### src/hdl/lna_pkg.sv
// Shared constants and types for the newline line assembler.
// No dependencies. In hdl/, lna_store, lna_drain and the top level refer to this package by scoped names.
package lna_pkg;

	localparam int unsigned STORE_DEPTH_DEF = 64;

	localparam logic [7:0] NEWLINE_CODE = 8'd10;
	localparam logic [7:0] NUL_CODE     = 8'd0;

	// One released result, as it leaves the block.
	typedef struct packed {
		logic [7:0] out_byte;
		logic       last;
		logic       empty_line;
		logic       overflowed;
	} lna_result_t;

	// Release request from the write side to the drain sequencer.
	typedef struct packed {
		logic go;
		logic overflow;
	} lna_start_t;

endpackage

### src/hdl/lna_if.sv
// Valid/ready channel interfaces for the newline line assembler.
// No module or package dependencies.
interface lna_in_if;
	logic       valid;
	logic       ready;
	logic [7:0] in_byte;

	modport source (output valid, output in_byte, input ready);
	modport sink (input valid, input in_byte, output ready);
endinterface

interface lna_out_if;
	logic       valid;
	logic       ready;
	logic [7:0] out_byte;
	logic       last;
	logic       empty_line;
	logic       overflowed;

	modport source (output valid, output out_byte, output last, output empty_line,
		output overflowed, input ready);
	modport sink (input valid, input out_byte, input last, input empty_line,
		input overflowed, output ready);
endinterface

### src/hdl/lna_store.sv
// Circular byte store: one write port, one read port, registered read data.
// Depends on lna_pkg for the default depth.
module lna_store #(
	parameter int unsigned STORE_DEPTH = lna_pkg::STORE_DEPTH_DEF,
	localparam int unsigned AW = $clog2(STORE_DEPTH)
) (
	input  logic          clk,
	input  logic          wr_en,
	input  logic [AW-1:0] wr_addr,
	input  logic [7:0]    wr_data,
	input  logic          rd_en,
	input  logic [AW-1:0] rd_addr,
	output logic [7:0]    rd_data
);

	logic [7:0] mem [STORE_DEPTH];

	always_ff @(posedge clk) begin
		if (wr_en) begin
			mem[wr_addr] <= wr_data;
		end
	end

	always_ff @(posedge clk) begin
		if (rd_en) begin
			rd_data <= mem[rd_addr];
		end
	end

endmodule

### src/hdl/lna_drain.sv
// Drain sequencer: reads a released line out of the store and queues results
// in a two-entry output buffer. Depends on lna_pkg and lna_out_if.
module lna_drain #(
	parameter int unsigned STORE_DEPTH = lna_pkg::STORE_DEPTH_DEF,
	localparam int unsigned AW = $clog2(STORE_DEPTH)
) (
	input  logic                clk,
	input  logic                arst_n,
	input  lna_pkg::lna_start_t start,
	input  logic [AW-1:0]       start_count,
	output logic                idle,
	output logic                rd_en,
	output logic [AW-1:0]       rd_addr,
	input  logic [7:0]          rd_data,
	lna_out_if.source           out_ch
);

	logic [AW-1:0]        remain_q;
	logic [AW-1:0]        rd_idx_q;
	logic                 ovf_q;
	logic                 inflight_s1;
	logic                 last_s1;
	logic [1:0]           cnt_q;
	lna_pkg::lna_result_t ent0_q;
	lna_pkg::lna_result_t ent1_q;

	logic                 pop;
	logic                 push;
	logic                 issue;
	logic                 start_empty;
	logic [2:0]           occ;
	logic [1:0]           slot;
	lna_pkg::lna_result_t push_data;

	assign pop         = (cnt_q != 2'd0) && out_ch.ready;
	assign occ         = {1'b0, cnt_q} + {2'b00, inflight_s1};
	// Keep buffered plus in-flight results within the two buffer slots.
	assign issue       = (remain_q != '0) && (occ < (3'd2 + {2'b00, pop}));
	assign start_empty = start.go && (start_count == '0);
	assign push        = inflight_s1 || start_empty;
	assign slot        = cnt_q - {1'b0, pop};

	always_comb begin
		if (inflight_s1) begin
			push_data.out_byte   = rd_data;
			push_data.last       = last_s1;
			push_data.empty_line = 1'b0;
			push_data.overflowed = ovf_q;
		end else begin
			push_data.out_byte   = lna_pkg::NUL_CODE;
			push_data.last       = 1'b1;
			push_data.empty_line = 1'b1;
			push_data.overflowed = start.overflow;
		end
	end

	assign rd_en   = issue;
	assign rd_addr = rd_idx_q;
	assign idle    = (remain_q == '0) && !inflight_s1 && (cnt_q != 2'd2);

	always_ff @(posedge clk or negedge arst_n) begin
		if (!arst_n) begin
			remain_q    <= '0;
			rd_idx_q    <= '0;
			ovf_q       <= 1'b0;
			inflight_s1 <= 1'b0;
			last_s1     <= 1'b0;
			cnt_q       <= 2'd0;
		end else begin
			inflight_s1 <= issue;
			cnt_q       <= cnt_q + {1'b0, push} - {1'b0, pop};
			if (start.go && (start_count != '0)) begin
				remain_q <= start_count;
				ovf_q    <= start.overflow;
			end else if (issue) begin
				remain_q <= remain_q - 1'b1;
			end
			if (issue) begin
				last_s1  <= (remain_q == AW'(1));
				rd_idx_q <= (rd_idx_q == AW'(STORE_DEPTH - 1)) ? '0 : rd_idx_q + 1'b1;
			end
		end
	end

	// Drop the new result into the first free slot, else advance the buffer on pop.
	always_ff @(posedge clk) begin
		if (push && (slot == 2'd0)) begin
			ent0_q <= push_data;
		end else if (pop) begin
			ent0_q <= ent1_q;
		end
		if (push && (slot != 2'd0)) begin
			ent1_q <= push_data;
		end
	end

	assign out_ch.valid      = (cnt_q != 2'd0);
	assign out_ch.out_byte   = ent0_q.out_byte;
	assign out_ch.last       = ent0_q.last;
	assign out_ch.empty_line = ent0_q.empty_line;
	assign out_ch.overflowed = ent0_q.overflowed;

endmodule

### src/hdl/newline_line_assembler_top.sv
// Top level of the newline line assembler: write-side control, byte store and drain.
// Depends on lna_pkg, lna_if (lna_in_if, lna_out_if), lna_store and lna_drain.

// Received bytes enter on rx, one transaction each, and are appended to a circular
// store of STORE_DEPTH bytes that holds at most STORE_DEPTH - 1 pending bytes.
// Zero bytes are dropped. A byte that arrives while the store is full is dropped and
// the next released line carries overflowed on every result. A newline (10) releases
// the pending line on the lines channel, oldest byte first, last set on the final
// byte; a newline with nothing pending gives one result with empty_line set.
// Ordinary bytes stream in at one per clock while the drain is idle and a result slot
// is free. A newline that releases N bytes holds rx off while the drain reads the
// store through its single port with registered read data, one byte per cycle while
// lines keeps taking results and slower under backpressure. Results sit in a two-entry
// output buffer, so rx reopens while one result may still wait to be taken. The store
// needs no clearing pass after reset; only written entries are read.
module newline_line_assembler_top #(
	parameter int unsigned STORE_DEPTH = lna_pkg::STORE_DEPTH_DEF
) (
	input  logic      clk,
	input  logic      arst_n,
	lna_in_if.sink    rx,
	lna_out_if.source lines
);

	localparam int unsigned AW = $clog2(STORE_DEPTH);

	logic [AW-1:0]       wr_idx_q;
	logic [AW-1:0]       pend_q;
	logic                ovf_q;

	logic                drain_idle;
	logic                acc;
	logic                is_nl;
	logic                is_nul;
	logic                full;
	logic                wr_en;
	logic                rd_en;
	logic [AW-1:0]       rd_addr;
	logic [7:0]          rd_data;
	lna_pkg::lna_start_t start;

	// Take a byte only while no line is being read out and a result slot is free.
	assign rx.ready = drain_idle;
	assign acc      = rx.valid && rx.ready;
	assign is_nl    = (rx.in_byte == lna_pkg::NEWLINE_CODE);
	assign is_nul   = (rx.in_byte == lna_pkg::NUL_CODE);
	assign full     = (pend_q == AW'(STORE_DEPTH - 1));
	assign wr_en    = acc && !is_nl && !is_nul && !full;

	assign start.go       = acc && is_nl;
	assign start.overflow = ovf_q;

	always_ff @(posedge clk or negedge arst_n) begin
		if (!arst_n) begin
			wr_idx_q <= '0;
			pend_q   <= '0;
			ovf_q    <= 1'b0;
		end else begin
			if (wr_en) begin
				wr_idx_q <= (wr_idx_q == AW'(STORE_DEPTH - 1)) ? '0 : wr_idx_q + 1'b1;
				pend_q   <= pend_q + 1'b1;
			end
			// Full store: drop the byte and remember it for the next line.
			if (acc && !is_nl && !is_nul && full) begin
				ovf_q <= 1'b1;
			end
			// Newline hands the whole pending line to the drain.
			if (start.go) begin
				pend_q <= '0;
				ovf_q  <= 1'b0;
			end
		end
	end

	lna_store #(
		.STORE_DEPTH(STORE_DEPTH)
	) u_store (
		.clk    (clk),
		.wr_en  (wr_en),
		.wr_addr(wr_idx_q),
		.wr_data(rx.in_byte),
		.rd_en  (rd_en),
		.rd_addr(rd_addr),
		.rd_data(rd_data)
	);

	lna_drain #(
		.STORE_DEPTH(STORE_DEPTH)
	) u_drain (
		.clk        (clk),
		.arst_n     (arst_n),
		.start      (start),
		.start_count(pend_q),
		.idle       (drain_idle),
		.rd_en      (rd_en),
		.rd_addr    (rd_addr),
		.rd_data    (rd_data),
		.out_ch     (lines)
	);

`ifndef ASSERT_OFF
	a_no_wr_during_rd: assert property (@(posedge clk) disable iff (!arst_n)
		!(wr_en && rd_en))
		else $error("store written while a line is being read");

	a_nl_clears: assert property (@(posedge clk) disable iff (!arst_n)
		start.go |=> (pend_q == '0) && !ovf_q)
		else $error("pending line not cleared after newline");

	a_nl_blocks: assert property (@(posedge clk) disable iff (!arst_n)
		(start.go && (pend_q != '0)) |=> !rx.ready)
		else $error("input accepted while a line is being released");

	a_full_no_write: assert property (@(posedge clk) disable iff (!arst_n)
		full |-> !wr_en)
		else $error("write into a full store");
`endif

endmodule

### src/flat_wrapper.sv
// flat-port wrapper written by rule: the top's interface ports become plain ports
module newline_line_assembler_top_flat 
#(
	parameter int unsigned STORE_DEPTH = lna_pkg::STORE_DEPTH_DEF
)
  (clk, arst_n, rx_valid, rx_in_byte, rx_ready, lines_valid, lines_out_byte, lines_last, lines_empty_line, lines_overflowed, lines_ready);
  lna_in_if rx_i ();
  lna_out_if lines_i ();
  input  logic clk;
  input  logic arst_n;
  input wire logic [$bits(rx_i.valid)-1:0] rx_valid;
  input wire logic [$bits(rx_i.in_byte)-1:0] rx_in_byte;
  output wire logic [$bits(rx_i.ready)-1:0] rx_ready;
  output wire logic [$bits(lines_i.valid)-1:0] lines_valid;
  output wire logic [$bits(lines_i.out_byte)-1:0] lines_out_byte;
  output wire logic [$bits(lines_i.last)-1:0] lines_last;
  output wire logic [$bits(lines_i.empty_line)-1:0] lines_empty_line;
  output wire logic [$bits(lines_i.overflowed)-1:0] lines_overflowed;
  input wire logic [$bits(lines_i.ready)-1:0] lines_ready;
  assign rx_i.valid = rx_valid;
  assign rx_i.in_byte = rx_in_byte;
  assign rx_ready = rx_i.ready;
  assign lines_valid = lines_i.valid;
  assign lines_out_byte = lines_i.out_byte;
  assign lines_last = lines_i.last;
  assign lines_empty_line = lines_i.empty_line;
  assign lines_overflowed = lines_i.overflowed;
  assign lines_i.ready = lines_ready;
  newline_line_assembler_top #(.STORE_DEPTH(STORE_DEPTH)) u_core (.clk(clk), .arst_n(arst_n), .rx(rx_i), .lines(lines_i));
endmodule
### config.mk
export PLATFORM = sky130hd
export DESIGN_NAME = newline_line_assembler_top_flat
export DESIGN_NICKNAME = d
export VERILOG_FILES = /design/src/hdl/lna_pkg.sv /design/src/hdl/lna_if.sv /design/src/hdl/lna_store.sv /design/src/hdl/lna_drain.sv /design/src/hdl/newline_line_assembler_top.sv /design/src/flat_wrapper.sv
export SDC_FILE = /design/constraint.sdc
export NUM_CORES = 1
export LEC_CHECK = 0
export BUFFER_PORTS_ARGS = -buffer_cell sky130_fd_sc_hd__buf_2
export CAP_MARGIN = 10
export CORE_MARGIN = 2
export CORE_UTILIZATION = 58
export DETAILED_ROUTE_END_ITERATION = 12
export PLACE_DENSITY = 0.84
export SKIP_LAST_GASP = 1
export SLEW_MARGIN = 10
export SYNTH_ARGS = -nofsm -noshare
export SYNTH_HDL_FRONTEND = slang
export SYNTH_SLANG_ARGS = --single-unit
### constraint.sdc
create_clock -name clk -period 3.5 [get_ports clk]
set_input_delay 0.35 -clock clk [delete_from_list [all_inputs] [get_ports clk]]
set_output_delay 0.35 -clock clk [all_outputs]
set_load 0.005 [all_outputs]
==> impl_results.md <==
* Headroom to the max-slew limit at 37.7%
* Die footprint at 0.0406 sq mm
* Placed cell count at 1,666
* Min-delay src: rx_valid
* Share of cells above drive strength 1 at 24.0%
* Fin cells at 1,766
* Synth area leader: edfxtp_1
* Simple-Gate Fraction of Synth Area at 5.09%
* GRT Util Overall at 25.0%
* Cell area after synthesis at 0.0227 sq mm
* Largest family of logic cells by synthesized area: multiplexers
* Number of vias per cell at 6.52
* Switching share of total power at 29.3%
* Mapped Cells at 1,155
* Final setup violation count at 0
* CP Buf/Inv Count at 1
* Crit path DAT at 3.37 ns
* Critical Path RT at 3.71 ns
* Hold Crit Class: in -> reg
* Wirelength per Cell at 27.9 um
* Reg2reg start: u_core.u_drain.remain_q[3]
* Psw at 5610 uW
* Sequential cell fraction of total power at 44.0%
* Detail Placement HPWL at 28,400 um
* CTS Root Cell: clkbuf_16
* Power per cell area at 761 mW/mm^2
* Critical Path Start Type: register
* DRT Wirelength at 49,300 um
* Antenna viol nets, final at 0
* Post-synth top flop: edfxtp_1
* Xor and xnor area share after synthesis at 0.503%
* Crit path cell chain: nor4_2, o2111a_1, and4_4, nand3_1, buf_4, nor2_1
* Design Area, Final at 0.0252 sq mm
* Number of buffers created by CTS at 53
* Post-route DRC violation count at 0
* Skew-Pair Late Insertion Delay at 0.59 ns
* Instance count on the critical path at 6
* Pre-antenna DRT Iters at 8
* H-Tree Depth at 2
* Synth top area cells: edfxtp_1 (72%), mux4_2 (13%), dfrtp_1 (3.3%)
* Worst-margin pin slew at 0.931 ns
* Starting density of the core at 58.7%
* Critical path startpoint: u_core.u_drain.remain_q[3]
* Clock transition at the registers of the reported paths at 0.06 ns
* Largest net degree at the start of global routing at 66
* Fmax at 316 MHz
* Seq/Total Area, Yosys at 75.2%
* Placed Area at 0.0234 sq mm
* Area Growth Syn to Fin at 11.1%
* Period utilization at 90.4%
* Worst hold endpoint: u_core.ovf_q
* Tot Pwr at 19,200 uW
* Synthesized Nets at 1,178
* DIE WIDTH at 202 um
* Internal at 13,500 uW
* Hold path cells at 3
* Ys Warns at 0
* Period minus WS final at 3.16 ns
* Longest Clk Path Bufs at 3
* Overflow after GRT at 0
* Mapped Avg Cell Area at 19.6 sq um
* GP Congestion at 0.830
* Post_cts resized at 0
* RSZ-0062 raised after global routing: false
* Row Count at 72
* R2R Setup Slk at 0.34 ns
* Clock power frac at 29.7%
* Crit end category: register
* Unique masters post-synth at 59
* CORE AREA at 0.0386 sq mm
* Final net count at 1,227
* Status: finished clean
* DRT iter0 DRCs at 1,382
* Number of enable flip-flop cells after synthesis at 542
* LEAKAGE at 0.00809 uW
* Crit Path Max Fanout at 16
* CP max stage delay at 0.71 ns
* CP top delay family: simple AND/OR/NAND/NOR gates
* Mux cell area share after synthesis at 14.0%
* Crit Reg-Reg Endpoint: u_core.u_store.mem[57][7]
* I/O pins at 25
* Initial antenna violation count at 0
* Reg2Reg Depth at 6
* Utilization after layout at 65.3%
* Maxcap violations at 0
* Critical path class: reg -> reg
* First-pass GRT wire length at 74,500 um
* Post-synthesis compound-gate area fraction at 3.10%
* Count of final hold-check violations at 0
* Max-slew violations at 0
* Clk_skew at 0.0136 ns
* Combinational Power Share at 26.3%
* Area share of the largest cell type after synthesis at 71.9%
* Synth Area in Adders at 0.608%
* Aggregate negative setup slack at 0 ns
* Fillers at 2,443
* Via Count at 11.5k
* CTS sink cnt at 572
* Max stage delay cell, worst path: nor2_1
* CTS tree: done
* Yosys reg bits at 572
* Number of global-route vias before repair at 11.5k
* Post-synth ARST share at 5.24%
* Die height at 202 um
* Port Buf Inserts at 24
* N_diodes at 0
* Peak supply drop at 0.000467 V
layout make-up:
cell class                      count  area (sq um)  share of cell area, %
Tap cell                          518           648                   2.58
Multi-Input combinational cell    505          5280                   21.0
Inverter                           14          52.6                  0.209
Clock buffer                       70          1460                   5.81
Sequential cell                   572         17000                   67.7
Clock inverter                     29           259                   1.03
Timing Repair Buffer               58           428                   1.70
worst max-delay path by stage:
stage	to	slack (ns)
2_1_floorplan	u_core.u_store.mem[58][0]	1.00
3_3_place_gp	u_core.u_store.mem[57][6]	0.38
3_5_place_dp	u_core.u_store.mem[29][4]	0.38
4_1_cts	u_core.u_store.mem[30][2]	0.35
5_1_grt	u_core.u_store.mem[29][4]	0.18
6_report	u_core.u_store.mem[57][7]	0.34
cell families after synthesis:
logic type / count (synthesis)
AOI/OAI and AO/OA: 101
and+or+nand+nor: 226
muxes: 154
buffers and inverters: 78
adders and majority gates: 11
xor gates and xnor gates: 13
DFF: 572
metrics by stage:
| step | hold WS (ns) | setup slack (ns) |
|---|---|---|
| global route | 0.111 | 0.177 |
| finish | 0.0974 | 0.337 |
| global placement | 0.421 | 0.380 |
| detailed placement | 0.436 | 0.381 |
| CTS | 0.0735 | 0.349 |
| floorplan | 0.0544 | 1.00 |
flip-flops by register name, summed over array words and instances, names as in the netlist, 2 cells and up:
register and cells:
u_core.u_store.mem 512, u_core.u_drain.ent1_q 11, u_core.u_drain.out_ch.out_byte 8, u_core.u_store.rd_data 8, u_core.pend_q 6, u_core.u_drain.rd_addr 6, u_core.u_drain.remain_q 6, u_core.wr_idx_q 6
u_core.u_drain.cnt_q 2
cell usage after synthesis, types with 3 or more instances:
cell type and instances:
nor2_1 88, a211oi_1 7, o221ai_1 8, or2_2 4, buf_2 21, or3b_2 4
a21oi_1 18, o21ai_0 10, nand2b_1 3, buf_1 4, o31ai_1 6, nand2_1 50
o22ai_1 14, nand3b_4 3, buf_4 3, a22o_1 8, xnor2_1 10, edfxtp_1 542
o2bb2ai_1 7, nand4_1 12, nand3_1 17, nor2b_1 13, mux4_2 129, a22oi_1 11
ha_1 11, mux2_2 11, inv_1 13, and2_1 10, dfrtp_1 30, mux2i_1 14
nand3b_1 3, clkbuf_1 33, xor2_1 3
layout by cell type, fill, tap and decap left out, types with 12 or more instances in the layout:
master     synthesis  routed
edfxtp_1         542     542
mux4_2           129     129
nor2_1            88      88
clkbuf_16          0      55
nand2_1           50      50
buf_4              3      29
dfrtp_1           30      28
buf_2             21      24
a21oi_1           18      18
nand3_1           17      17
mux2i_1           14      14
o22ai_1           14      14
nor2b_1           13      13
inv_1             13      13
nand4_1           12      12
clkbuf_1          33      12
power groups by stage:
stage | clock (uW) | combinational, uW | sequential (uW)
5_1_grt | 5980 | 5400 | 8460
4_1_cts | 5740 | 5040 | 8410
3_5_place_dp | 0 | 4970 | 8550
3_3_place_gp | 0 | 4870 | 8520
2_1_floorplan | 0 | 3750 | 8250
6_report | 5690 | 5040 | 8420
routing by layer:
layer	routed length, um	GRT usage (%)
met5	0	0
met4	1600	8.95
met3	4780	4.81
met2	24600	40.3
met1	18400	34.8
what timing repair did:
action                                 in CTS  in global routing
endpoints found under the hold margin      30                  0
hold buffers                                1                  0
setup endpoints to repair                   0                  0
buffers inserted                            0                  0
tightest hold or removal path, delay by kind of cell:
| kind | cells | cell delay [ns] |
|---|---|---|
| buffers and inverters | 1 | 0.15 |
| AND/OR/NAND/NOR | 1 | 0.07 |
| AO/OA/AOI/OAI | 1 | 0.07 |
Note: power is estimated with default switching activity, not from simulation.
